$ cat src/rtl/cmvg_pkg.sv
// Shared types, constants and helper functions of the capsule mesh vertex generator.
package cmvg_pkg;

  // Fixed-point configuration.
  localparam int PHASE_BITS   = 16;
  localparam int CORDIC_STEPS = 16;
  localparam int FRAC_BITS    = 8;

  // The arctangent table has 24 entries, so at most 24 rotation cells.
  localparam int N_CELLS = (CORDIC_STEPS < 24) ? CORDIC_STEPS : 24;
  localparam int SH_W    = 5;
  localparam int TRIG_W  = 20;
  localparam int Z_W     = PHASE_BITS;

  // Shared multiplier and position arithmetic.
  localparam int MB_W    = 19;
  localparam int PROD_W  = TRIG_W + MB_W;
  localparam int PLO_W   = 17;
  localparam int CAP_W   = PROD_W + PLO_W + 1;
  localparam int POS_W   = 34;
  localparam int FSH     = 16 - FRAC_BITS;

  // Step divider.
  localparam int DIV_NUM_W = (PHASE_BITS + 1 > 24) ? PHASE_BITS + 1 : 24;
  localparam int DEN_W     = 9;
  localparam int DIV_CNT_W = $clog2(DIV_NUM_W + 1);

  // Latched geometry widths.
  localparam int H_W       = 24;
  localparam int H_ACC_W   = 25;
  localparam int U_ACC_W   = 18;

  localparam logic [PHASE_BITS-1:0] PHASE_QTR = PHASE_BITS'(1) << (PHASE_BITS - 2);
  localparam logic [DIV_NUM_W-1:0]  THETA_NUM0 = DIV_NUM_W'(1) << PHASE_BITS;
  localparam logic [DIV_NUM_W-1:0]  RHO_NUM0   = DIV_NUM_W'(1) << (PHASE_BITS - 1);
  localparam logic [DIV_NUM_W-1:0]  UV_NUM0    = DIV_NUM_W'(65536);

  localparam logic signed [TRIG_W-1:0] CORDIC_START = TRIG_W'(39797);
  localparam logic signed [PROD_W-1:0] HALF_LSB8    = PROD_W'(128);
  localparam logic signed [CAP_W-1:0]  CAP_RND      = CAP_W'(1) << 23;
  localparam logic signed [POS_W-1:0]  RND_F        = POS_W'((1 << FSH) >> 1);
  localparam logic signed [POS_W-1:0]  POS_MAX      = POS_W'(131071);
  localparam logic signed [POS_W-1:0]  POS_MIN      = POS_W'(-131072);

  typedef logic signed [TRIG_W-1:0] trig_t;
  typedef logic signed [Z_W-1:0]    zang_t;

  // Data handed from one rotation cell to the next.
  typedef struct packed {
    logic       tag;
    logic [1:0] quad;
    trig_t      x;
    trig_t      y;
    zang_t      z;
  } cord_t;

  typedef enum logic [1:0] {
    REG_RADIUS      = 2'd0,
    REG_CYL_HEIGHT  = 2'd1,
    REG_STACK_REQ   = 2'd2,
    REG_SLICE_COUNT = 2'd3
  } cfg_reg_t;

  typedef enum logic [1:0] {
    SEC_TOP  = 2'd0,
    SEC_SIDE = 2'd1,
    SEC_BOT  = 2'd2
  } section_t;

  typedef enum logic [2:0] {
    DV_THETA  = 3'd0,
    DV_RHO    = 3'd1,
    DV_HEIGHT = 3'd2,
    DV_U      = 3'd3,
    DV_V      = 3'd4
  } div_sel_t;

  // Arctangent of 2^-i as a fraction of a full turn, 32 bits.
  function automatic logic [31:0] atan_turn(input int i);
    case (i)
      0:  return 32'd536870912;
      1:  return 32'd316933406;
      2:  return 32'd167458907;
      3:  return 32'd85004756;
      4:  return 32'd42667331;
      5:  return 32'd21354465;
      6:  return 32'd10679838;
      7:  return 32'd5340245;
      8:  return 32'd2670163;
      9:  return 32'd1335087;
      10: return 32'd667544;
      11: return 32'd333772;
      12: return 32'd166886;
      13: return 32'd83443;
      14: return 32'd41722;
      15: return 32'd20861;
      16: return 32'd10430;
      17: return 32'd5215;
      18: return 32'd2608;
      19: return 32'd1304;
      20: return 32'd652;
      21: return 32'd326;
      22: return 32'd163;
      23: return 32'd81;
      default: return 32'd0;
    endcase
  endfunction

  // Rounded rotation angle of one cell in phase units.
  function automatic zang_t atan_phase(input int i);
    logic [32:0] t;
    t = {1'b0, atan_turn(i)} + (33'd1 << (31 - PHASE_BITS));
    return zang_t'(t >> (32 - PHASE_BITS));
  endfunction

endpackage

$ cat src/rtl/cmvg_divider.sv
// Restoring divider, one quotient bit per cycle, for the per-capsule step sizes.
module cmvg_divider (
  input  logic                            clk,
  input  logic                            rst_n,
  input  logic                            start,
  input  logic [cmvg_pkg::DIV_NUM_W-1:0]  num,
  input  logic [cmvg_pkg::DEN_W-1:0]      den,
  output logic                            done,
  output logic [cmvg_pkg::DIV_NUM_W-1:0]  quo
);
  import cmvg_pkg::*;

  logic [DIV_NUM_W-1:0] nq_r;
  logic [DIV_NUM_W-1:0] nq_nxt;
  logic [DEN_W-1:0]     rem_r;
  logic [DEN_W-1:0]     rem_nxt;
  logic [DEN_W-1:0]     den_r;
  logic [DIV_CNT_W-1:0] cnt_r;
  logic                 busy_r;
  logic                 done_r;
  logic [DEN_W:0]       trial;
  logic [DEN_W:0]       diff;
  logic                 ge;

  // Trial subtract of the divisor from the shifted remainder.
  always_comb begin
    trial   = {rem_r, nq_r[DIV_NUM_W-1]};
    diff    = trial - {1'b0, den_r};
    ge      = (trial >= {1'b0, den_r});
    rem_nxt = ge ? diff[DEN_W-1:0] : trial[DEN_W-1:0];
    nq_nxt  = {nq_r[DIV_NUM_W-2:0], ge};
  end

  // Iterate over all numerator bits.
  always_ff @(posedge clk) begin
    if (!rst_n) begin
      busy_r <= 1'b0;
      done_r <= 1'b0;
      cnt_r  <= '0;
    end else begin
      done_r <= 1'b0;
      if (start) begin
        busy_r <= 1'b1;
        cnt_r  <= '0;
        nq_r   <= num;
        rem_r  <= '0;
        den_r  <= den;
      end else if (busy_r) begin
        nq_r  <= nq_nxt;
        rem_r <= rem_nxt;
        cnt_r <= cnt_r + 1'b1;
        if (cnt_r == DIV_CNT_W'(DIV_NUM_W - 1)) begin
          busy_r <= 1'b0;
          done_r <= 1'b1;
        end
      end
    end
  end

  assign done = done_r;
  assign quo  = nq_r;

endmodule

$ cat config.mk
export PLATFORM = sky130hd
export DESIGN_NAME = cmvg_divider
export DESIGN_NICKNAME = d
export VERILOG_FILES = /design/src/rtl/cmvg_pkg.sv /design/src/rtl/cmvg_divider.sv
export SDC_FILE = /design/constraint.sdc
export NUM_CORES = 1
export LEC_CHECK = 0
export ABC_AREA = 1
export BUFFER_PORTS_ARGS = -buffer_cell sky130_fd_sc_hd__buf_2
export CELL_PAD_IN_SITES_DETAIL_PLACEMENT = 0
export CELL_PAD_IN_SITES_GLOBAL_PLACEMENT = 1
export CORE_AREA = 2 2 82 84
export CTS_BUF_LIST = sky130_fd_sc_hd__clkbuf_4
export DETAILED_ROUTE_END_ITERATION = 7
export DIE_AREA = 0 0 84 86
export GPL_TIMING_DRIVEN = 0
export PLACE_DENSITY = 0.9
export SLEW_MARGIN = 25
export SYNTH_ARGS = -nofsm -noshare
export SYNTH_HDL_FRONTEND = slang
export SYNTH_SLANG_ARGS = --single-unit
$ cat constraint.sdc
create_clock -name clk -period 2.3 [get_ports clk]
set_input_delay 0.115 -clock clk [delete_from_list [all_inputs] [get_ports clk]]
set_output_delay 0.115 -clock clk [all_outputs]
set_load 0.02 [all_outputs]
==> flow_metrics.tcl <==
set metrics [dict create \
    cts_buffer_depth 2 \
    crit_required_ns 2.44 \
    diodes 0 \
    drv_slew 0 \
    min_path_type "input pin to register" \
    cts_buffers 5 \
    place_ws_ns 0.137 \
    ios 61 \
    syn_area_mm2 0.00253 \
    area_growth_pct 24.5 \
    wirelength_um 5440 \
    cts_max_level 2 \
    finalCritPeriodShare 0.937 \
    status "finished, final reports clean" \
    syn-num-nets 335 \
    fin_crit_ns 2.15 \
    timing.fmax_mhz 464 \
    core_area_mm2 0.00628 \
    synth_common_cells "nand2_1 (123), edfxtp_1 (42), inv_1 (33)" \
    synth_edf_count 42 \
    hold_violations 0 \
    dp_cells 424 \
    syn_avg_cell_area_um2 8.77 \
    initial_utilization 0.402 \
    tns_ns 0 \
    vdd_drop_max_v 0.000351 \
    synth.most_common_cell "nand2_1" \
    cp.arrival_ns 2.29 \
    die_width_um 84 \
    die_y_um 86 \
    ys_seq_area_frac 0.555 \
    avgRoutedWirePerCell_um 12.1 \
    layout.cells.non_filler 449 \
    fillers 635 \
    p_per_area_mw_per_mm2 659 \
    rows 29 \
    setup-violations-final 0 \
    antenna_left 0 \
    synthTopCellsByArea "edfxtp_1 (50%), nand2_1 (18%), dfxtp_1 (5.5%)" \
    cts_tree "done" \
    ys_ff_latch 49 \
    synthArstFlopShare 0 \
    final_util 0.501 \
    endpoint_kind "register" \
    ys_types 28 \
    yosys.area.top_type "edfxtp_1" \
    drcViolationCount 0 \
    crit_type "register to register" \
    grt_pass1_vias 2079 \
    cap_violations 0 \
    clock_sinks 49 \
    synth-main-ff-cell "edfxtp_1" \
    firstDrtPassIters 4 \
    drtIter0Drc 74 \
    clk_latency_ns 0.37 \
    clk_pin_slew_ns 0.15 \
    grt-ovfl-total 0 \
    numPortBuffers 59 \
    grt_pass1_wl_um 9050 \
    routed_via_density 4.60 \
    grt_max_degree 35 \
    gp_congestion 0.753 \
    nets 418 \
    regArea_mm2 0.00140 \
    die-area_mm2 0.00722 \
    vias 2065 \
    antenna_found_initial 0 \
    multi_input_area_um2 961 \
    synth-warning-count 0 \
    critPathLaunchType "register" \
    layout_setup_ws_ns 0.145 \
    drive_above_1_share 0.215 \
    dpl.hpwl_um 4070 \
    synth_cells 288 \
    leakage_nw 1.57 \
    grt_usage 0.157 \
    cts_root_buf "clkbuf_4" \
    synthDominantCellAreaShare 0.499 \
    slew_headroom 0.464 \
    max_slew.worst_pin.slew_ns 0.801 \
    holdWs_ns 0.00740 \
    crit_fanout 10 \
    skew_ns 0.0236 \
]
## state kept, by name (all words and copies together), names as in the netlist
signal and cells:
busy_r 1, den_r 9, quo 24, cnt_r 5, rem_r 9, done 1
## critical path, cell delays in order (launching register included)
cell and delay (ns):
edfxtp_1 0.43, inv_1 0.08, ha_1 0.14, inv_1 0.07, fa_1 0.40, nand2_1 0.08, nand2_1 0.10, nand3_2 0.09
nand2_2 0.06, nand2_2 0.09, nand2_4 0.08, buf_6 0.15, nor2_1 0.10, nor2_1 0.06
## power breakdown
part / internal, mW / switching (mW)
Sequential: 1.07 / 0.0424
Clock: 0.142 / 0.264
Combinational: 0.218 / 0.342
## kinds of logic (layout without fill, tap and decap cells)
logic type | Yosys count | in the layout | synth area share
adders and majority gates | 11 | 11 | 0.0575
muxes | 1 | 1 | 0.00396
AOI/OAI and AO/OA | 8 | 8 | 0.0188
and+or+nand+nor | 176 | 176 | 0.289
DFF | 49 | 49 | 0.555
xor gates and xnor gates | 3 | 3 | 0.0104
buffers and inverters | 40 | 124 | 0.0659
## area by class of cell
type | instances | area share
well taps | 77 | 0.0306
flip-flops and latches | 49 | 0.446
clock buffers | 7 | 0.0167
clock inverters | 1 | 0.00119
multi-input cells | 199 | 0.306
plain buffers | 7 | 0.0135
inverters | 33 | 0.0394
repair buffers | 76 | 0.147
## path summary, 6_finish.rpt
path / start / end / slack, ns / cells after the start
worst min-delay path: num[14] / quo[14] / 0.007 / 3
worst max-delay path: quo[23] / rem_r[1] / 0.15 / 13
worst max register to register: quo[23] / rem_r[1] / 0.15 / 13
worst min register to register: cnt_r[0] / cnt_r[0] / 0.53 / 2
## placed cells by master, fill, tap and decap left out
cell type | synthesis | routed
a31oi_1 | 1 | 1
a21oi_1 | 4 | 4
a21oi_2 | 1 | 1
edfxtp_1 | 42 | 42
buf_4 | 0 | 1
buf_6 | 2 | 2
clkbuf_4 | 0 | 7
xor2_1 | 2 | 2
or2_4 | 1 | 1
dlygate4sd3_1 | 0 | 16
nand3_1 | 7 | 7
buf_2 | 1 | 60
nand3_2 | 1 | 1
mux2i_1 | 1 | 1
nand3b_1 | 3 | 3
o21a_1 | 1 | 1
clkinv_1 | 0 | 1
dfxtp_1 | 7 | 7
inv_1 | 33 | 33
nand2_1 | 123 | 122
nor3b_1 | 1 | 1
nor3_1 | 7 | 7
o21ai_0 | 1 | 1
xnor2_1 | 1 | 1
nor2_1 | 25 | 25
nand4_1 | 2 | 2
buf_1 | 1 | 1
fa_1 | 1 | 1
nand2_2 | 5 | 6
ha_1 | 10 | 10
clkbuf_1 | 3 | 3
nand2_4 | 1 | 1
## through the flow
step | total power [mW] | instance area (um^2)
final | 2.07 | 3140
after global routing | 2.20 | 3140
after CTS | 2.09 | 3140
after detailed placement | 1.67 | 2920
after global placement | 1.66 | 2920
after floorplan | 1.51 | 2530
## routing by layer
layer	up-vias	GRT usage	share of wire
li1	1083	-	-
met1	915	0.200	0.46
met2	59	0.265	0.47
met3	8	0.0346	0.049
met4	0	0.0572	0.019
met5	-	0	0
## timing repair
action / in CTS / in global routing
hold endpoints to repair: 16 / 0
setup endpoints to repair: 0 / 6
buffers inserted: 0 / 1
resized for setup: 0 / 0
hold buffers: 16 / 0
No activity file was read; power rests on OpenSTA's default activity.
