<file path="src/rtl/cmvg_pkg.sv">
// Shared types, constants and helper functions of the capsule mesh vertex generator.
package cmvg_pkg;

  // Fixed-point configuration.
  localparam int PHASE_BITS   = 16;
  localparam int CORDIC_STEPS = 16;
  localparam int FRAC_BITS    = 8;

  // The arctangent table has 24 entries, so at most 24 rotation cells.
  localparam int N_CELLS = (CORDIC_STEPS < 24) ? CORDIC_STEPS : 24;
  localparam int SH_W    = 5;
  localparam int TRIG_W  = 20;
  localparam int Z_W     = PHASE_BITS;

  // Shared multiplier and position arithmetic.
  localparam int MB_W    = 19;
  localparam int PROD_W  = TRIG_W + MB_W;
  localparam int PLO_W   = 17;
  localparam int CAP_W   = PROD_W + PLO_W + 1;
  localparam int POS_W   = 34;
  localparam int FSH     = 16 - FRAC_BITS;

  // Step divider.
  localparam int DIV_NUM_W = (PHASE_BITS + 1 > 24) ? PHASE_BITS + 1 : 24;
  localparam int DEN_W     = 9;
  localparam int DIV_CNT_W = $clog2(DIV_NUM_W + 1);

  // Latched geometry widths.
  localparam int H_W       = 24;
  localparam int H_ACC_W   = 25;
  localparam int U_ACC_W   = 18;

  localparam logic [PHASE_BITS-1:0] PHASE_QTR = PHASE_BITS'(1) << (PHASE_BITS - 2);
  localparam logic [DIV_NUM_W-1:0]  THETA_NUM0 = DIV_NUM_W'(1) << PHASE_BITS;
  localparam logic [DIV_NUM_W-1:0]  RHO_NUM0   = DIV_NUM_W'(1) << (PHASE_BITS - 1);
  localparam logic [DIV_NUM_W-1:0]  UV_NUM0    = DIV_NUM_W'(65536);

  localparam logic signed [TRIG_W-1:0] CORDIC_START = TRIG_W'(39797);
  localparam logic signed [PROD_W-1:0] HALF_LSB8    = PROD_W'(128);
  localparam logic signed [CAP_W-1:0]  CAP_RND      = CAP_W'(1) << 23;
  localparam logic signed [POS_W-1:0]  RND_F        = POS_W'((1 << FSH) >> 1);
  localparam logic signed [POS_W-1:0]  POS_MAX      = POS_W'(131071);
  localparam logic signed [POS_W-1:0]  POS_MIN      = POS_W'(-131072);

  typedef logic signed [TRIG_W-1:0] trig_t;
  typedef logic signed [Z_W-1:0]    zang_t;

  // Data handed from one rotation cell to the next.
  typedef struct packed {
    logic       tag;
    logic [1:0] quad;
    trig_t      x;
    trig_t      y;
    zang_t      z;
  } cord_t;

  typedef enum logic [1:0] {
    REG_RADIUS      = 2'd0,
    REG_CYL_HEIGHT  = 2'd1,
    REG_STACK_REQ   = 2'd2,
    REG_SLICE_COUNT = 2'd3
  } cfg_reg_t;

  typedef enum logic [1:0] {
    SEC_TOP  = 2'd0,
    SEC_SIDE = 2'd1,
    SEC_BOT  = 2'd2
  } section_t;

  typedef enum logic [2:0] {
    DV_THETA  = 3'd0,
    DV_RHO    = 3'd1,
    DV_HEIGHT = 3'd2,
    DV_U      = 3'd3,
    DV_V      = 3'd4
  } div_sel_t;

  // Arctangent of 2^-i as a fraction of a full turn, 32 bits.
  function automatic logic [31:0] atan_turn(input int i);
    case (i)
      0:  return 32'd536870912;
      1:  return 32'd316933406;
      2:  return 32'd167458907;
      3:  return 32'd85004756;
      4:  return 32'd42667331;
      5:  return 32'd21354465;
      6:  return 32'd10679838;
      7:  return 32'd5340245;
      8:  return 32'd2670163;
      9:  return 32'd1335087;
      10: return 32'd667544;
      11: return 32'd333772;
      12: return 32'd166886;
      13: return 32'd83443;
      14: return 32'd41722;
      15: return 32'd20861;
      16: return 32'd10430;
      17: return 32'd5215;
      18: return 32'd2608;
      19: return 32'd1304;
      20: return 32'd652;
      21: return 32'd326;
      22: return 32'd163;
      23: return 32'd81;
      default: return 32'd0;
    endcase
  endfunction

  // Rounded rotation angle of one cell in phase units.
  function automatic zang_t atan_phase(input int i);
    logic [32:0] t;
    t = {1'b0, atan_turn(i)} + (33'd1 << (31 - PHASE_BITS));
    return zang_t'(t >> (32 - PHASE_BITS));
  endfunction

endpackage

</file>
<file path="src/rtl/cmvg_cordic_cell.sv">
// One rotation cell of the CORDIC chain.
module cmvg_cordic_cell (
  input  logic                         clk,
  input  logic                         rst_n,
  input  logic                         vld_in,
  input  cmvg_pkg::cord_t              d_in,
  input  logic [cmvg_pkg::SH_W-1:0]    shamt,
  input  cmvg_pkg::zang_t              angle,
  output logic                         vld_out,
  output cmvg_pkg::cord_t              d_out
);
  import cmvg_pkg::*;

  trig_t xs;
  trig_t ys;
  cord_t d_nxt;
  logic  vld_r;
  cord_t d_r;

  // Rotate toward zero residual angle.
  always_comb begin
    xs    = d_in.x >>> shamt;
    ys    = d_in.y >>> shamt;
    d_nxt = d_in;
    if (d_in.z >= 0) begin
      d_nxt.x = d_in.x - ys;
      d_nxt.y = d_in.y + xs;
      d_nxt.z = d_in.z - angle;
    end else begin
      d_nxt.x = d_in.x + ys;
      d_nxt.y = d_in.y - xs;
      d_nxt.z = d_in.z + angle;
    end
  end

  // Hand the result to the next cell.
  always_ff @(posedge clk) begin
    if (!rst_n) begin
      vld_r <= 1'b0;
    end else begin
      vld_r <= vld_in;
    end
  end

  always_ff @(posedge clk) begin
    d_r <= d_nxt;
  end

  assign vld_out = vld_r;
  assign d_out   = d_r;

endmodule

</file>
<file path="src/rtl/cmvg_cordic_chain.sv">
// Row of CORDIC cells producing cosine and sine components for one phase per cycle.
module cmvg_cordic_chain (
  input  logic                             clk,
  input  logic                             rst_n,
  input  logic                             start,
  input  logic                             tag,
  input  logic [cmvg_pkg::PHASE_BITS-1:0]  phase,
  output logic                             res_valid,
  output cmvg_pkg::cord_t                  res
);
  import cmvg_pkg::*;

  logic  [N_CELLS:0] vld;
  cord_t             stage [N_CELLS+1];

  // Start vector on the first quadrant; the quadrant rides along.
  always_comb begin
    vld[0]         = start;
    stage[0].tag   = tag;
    stage[0].quad  = phase[PHASE_BITS-1:PHASE_BITS-2];
    stage[0].x     = CORDIC_START;
    stage[0].y     = '0;
    stage[0].z     = zang_t'({2'b00, phase[PHASE_BITS-3:0]});
  end

  // One cell per rotation step.
  for (genvar i = 0; i < N_CELLS; i++) begin : g_cell
    cmvg_cordic_cell u_cell (
      .clk     (clk),
      .rst_n   (rst_n),
      .vld_in  (vld[i]),
      .d_in    (stage[i]),
      .shamt   (SH_W'(i)),
      .angle   (atan_phase(i)),
      .vld_out (vld[i+1]),
      .d_out   (stage[i+1])
    );
  end

  assign res_valid = vld[N_CELLS];
  assign res       = stage[N_CELLS];

endmodule

</file>
<file path="config.mk">
export PLATFORM = sky130hd
export DESIGN_NAME = cmvg_cordic_chain
export DESIGN_NICKNAME = d
export VERILOG_FILES = /design/src/rtl/cmvg_pkg.sv /design/src/rtl/cmvg_cordic_cell.sv /design/src/rtl/cmvg_cordic_chain.sv
export SDC_FILE = /design/constraint.sdc
export NUM_CORES = 2
export LEC_CHECK = 0
export BUFFER_PORTS_ARGS = -buffer_cell sky130_fd_sc_hd__buf_2
export CELL_PAD_IN_SITES_DETAIL_PLACEMENT = 1
export CELL_PAD_IN_SITES_GLOBAL_PLACEMENT = 1
export CORE_UTILIZATION = 45
export DETAILED_ROUTE_END_ITERATION = 7
export GPL_ROUTABILITY_DRIVEN = 0
export PLACE_DENSITY = 0.74
export SLEW_MARGIN = 0
export SYNTH_ARGS = -nofsm -noshare
export SYNTH_HDL_FRONTEND = slang
export SYNTH_SLANG_ARGS = --single-unit
</file>
<file path="constraint.sdc">
create_clock -name clk -period 3.9 [get_ports clk]
set_clock_uncertainty 0.15 [all_clocks]
set_input_delay 0.585 -clock clk [delete_from_list [all_inputs] [get_ports clk]]
set_output_delay 0.585 -clock clk [all_outputs]
set_load 0.03 [all_outputs]
</file>
==> metrics.md <==
| Metric | Value |
|---|---|
| CP top delay family | `compound AO/OA/AOI/OAI gates` |
| Synth Area in Compound Gates | `0.1953` |
| Die area | `0.1305 mm²` |
| Simple-Gate Fraction of Synth Area | `0.1580` |
| Ant diodes | `0` |
| Final Hold Vio Count | `0` |
| Post-route ant nets | `0` |
| Setup violations, final | `0` |
| Vias in the first global route | `52,166` |
| Die height | `361.2 µm` |
| Most frequent cells in the layout | `dfxtp_1 (873), ha_1 (758), xnor2_1 (586), nor2_1 (550), a21oi_1 (518)` |
| Crit Path Category | `flip-flop to flip-flop` |
| Setup TNS | `0 ns` |
| Detailed Routing Iterations Pass 1 | `5` |
| CP max FO | `5` |
| RSZ-0062 raised after global routing | `yes` |
| Layout Cells excl Fill | `8,880` |
| EDFF count, synth | `0` |
| Post-Synthesis Cells | `6,622` |
| Worst-Margin Slew | `0.7098 ns` |
| Synthesized flop and latch total | `884` |
| Worst setup SP type | `flip-flop` |
| Fraction of synthesized cell area in xor and xnor cells | `0.1256` |
| Share of flip-flops with an asynchronous set or reset | `0` |
| Ports | `80` |
| I/O Buffers | `79` |
| CTS H-tree lvls | `3` |
| Clk_lat worst skew | `0.72 ns` |
| Via Count | `50,346` |
| Tcrit/Tclk final | `0.9812` |
| Status | `complete, no violations` |
| Worst Path Arrival | `4.28 ns` |
| Fmax | `0.2613 GHz` |
| CTS Root Cell | `clkbuf_16` |
| Total clock sinks | `884` |
| Die Wd | `361.2 µm` |
| Synth Flop Type | `dfxtp_1` |
| Total track usage | `0.2509` |
| Row cnt | `131` |
| Routed WL | `171,400 µm` |
| Antenna violations before repair | `0` |
| Worst hold path class | `primary input to flip-flop` |
| CP peak stage delay | `0.42 ns` |
| Starting Density | `0.4542` |
| Total of max-cap violations | `0` |
| Gr ovfl total | `0` |
| WP buf/inv | `3` |
| Synthesized netlist net count | `7,459` |
| Commonest non-fill, non-tap cell in the layout | `dfxtp_1` |
| Crit path capture type | `flip-flop` |
| Worst slew margin | `0.5146` |
| Mux cell area share after synthesis | `0.007174` |
| Layout cells sized above 1 | `0.1438` |
| Synth Cell Area | `0.05807 mm²` |
| Crit path cell chain | `inv_2 > ha_4 > nor4b_4 > nand4_1 > and2_4 > inv_6 > buf_6 > a21oi_1 > xor2_1 > ha_1 > a21oi_2 > nor2b_1 > o41a_1 > o2111ai_2 > a211oi_2 > or3_1 > a21oi_2 > xnor2_1` |
| Sequential element share of the synthesized area | `0.3047` |
| Main combinational cell family by area after synthesis | `compound AO/OA/AOI/OAI gates` |
| Placed Instances | `8,591` |
| CP dominant cell by count | `a21oi_2` |
| Area Growth Syn to Fin | `18.45%` |
| Clk slew on worst S/H paths | `0.06 ns` |
| Final net count | `7,978` |
| Syn avg cell area | `8.770 µm²` |
| CTS tree | `yes` |
| Fill cell count | `14,765` |
| Vias per std cell | `5.670` |
| Detailed placer's ending HPWL | `131,600 µm` |
| Post-synthesis cell type count | `91` |
| Largest net degree at the start of global routing | `27` |
| Total core area | `0.1278 mm²` |
| Critical Path RT | `4.35 ns` |
| Initial DRC count | `2,108` |
| Synth Area in Adders | `0.1812` |
| Ys Warns | `0` |
| TritonCTS Buffers | `101` |
| CP max stage cell | `o41a_1` |
| First-pass GRT wire length | `271,100 µm` |
| Minimum clock period | `3.827 ns` |
| Avg WL per Cell | `19.30 µm` |
| Count of pins over their slew limit | `0` |
| Max clock buf depth | `3` |
| DRC Markers | `0` |
==> metal layers <==
layer  vias up  wire length, µm  track usage  part of all wire
li1      24812                -            -                 -
met1     24611            73350       0.2950              0.43
met2       627            89500       0.4759              0.52
met3       296             3876      0.02628             0.023
met4         0             4646      0.06942             0.027
met5         -                0            0                 0
==> flip-flops by register name, summed over array words and instances, names as in the netlist <==
register,flops
g_cell.u_cell.d_out,868
g_cell.u_cell.vld_out,16
==> path summary, 6_finish.rpt <==
path / startpoint / to / slack, ns / cells after the start
worst max register to register: g_cell[3].u_cell.d_out[15] / g_cell[4].u_cell.d_out[32] / 0.07 / 18
worst min-delay path: rst_n / g_cell[6].u_cell.vld_out / 0.08 / 2
worst min register to register: g_cell[14].u_cell.d_out[11] / g_cell[15].u_cell.d_out[11] / 0.17 / 0
worst max-delay path: g_cell[3].u_cell.d_out[15] / g_cell[4].u_cell.d_out[32] / 0.07 / 18
==> kinds of logic (layout without fill, tap and decap cells) <==
logic type,count (synthesis),count (layout)
DFF,884,884
adders and majority gates,817,817
and+or+nand+nor,1863,1863
AOI/OAI and AO/OA,1758,1758
muxes,39,39
buffers and inverters,430,1026
xor gates and xnor gates,831,831
==> cell usage after synthesis, types with 84 or more instances <==
| master | number | share of area |
|---|---|---|
| dfxtp_1 | 884 | 0.30 |
| xor2_1 | 243 | 0.037 |
| nor2b_1 | 112 | 0.012 |
| nor3_1 | 194 | 0.017 |
| nand2_1 | 355 | 0.023 |
| a21oi_1 | 580 | 0.050 |
| inv_1 | 339 | 0.022 |
| o21ai_0 | 314 | 0.027 |
| a21o_1 | 180 | 0.023 |
| ha_1 | 777 | 0.17 |
| and3_1 | 84 | 0.0090 |
| xnor2_1 | 587 | 0.089 |
| nor2_1 | 562 | 0.036 |
| nand3_1 | 121 | 0.010 |
| o21a_1 | 101 | 0.013 |
==> area by class of cell <==
cell class | instances | area, µm² | area share
inverter | 344 | 1321 | 0.01921
timing repair buffer | 502 | 3872 | 0.05630
sequential | 884 | 17710 | 0.2575
clock buffer | 135 | 2867 | 0.04167
multi-input combinational | 5308 | 40360 | 0.5867
clock inverter | 45 | 581.8 | 0.008458
tap | 1662 | 2079 | 0.03023
==> metrics by stage <==
stage	instance area [µm²]	worst slack, ns	utilization	hold WS, ns
global placement	62700	-0.1690	0.4904	0.1599
finish	68790	0.07344	0.5380	0.08029
floorplan	58110	-0.01656	-	0.1596
global route	68790	-0.1300	0.5380	0.06359
detailed placement	62700	-0.2559	0.4904	0.1632
CTS	66680	0.001436	0.5215	0.02070
==> repair_timing <==
item | in CTS | in global routing
hold buffers | 18 | 0
resized for setup | 80 | 357
cloned | 0 | 2
endpoints found under the setup margin | 102 | 195
pin swaps | 8 | 160
buffers inserted | 4 | 85
endpoints found under the hold margin | 18 | 0
Power is not shown: default switching activity piles up to over one toggle a cycle in this logic, so the estimate is an artifact.
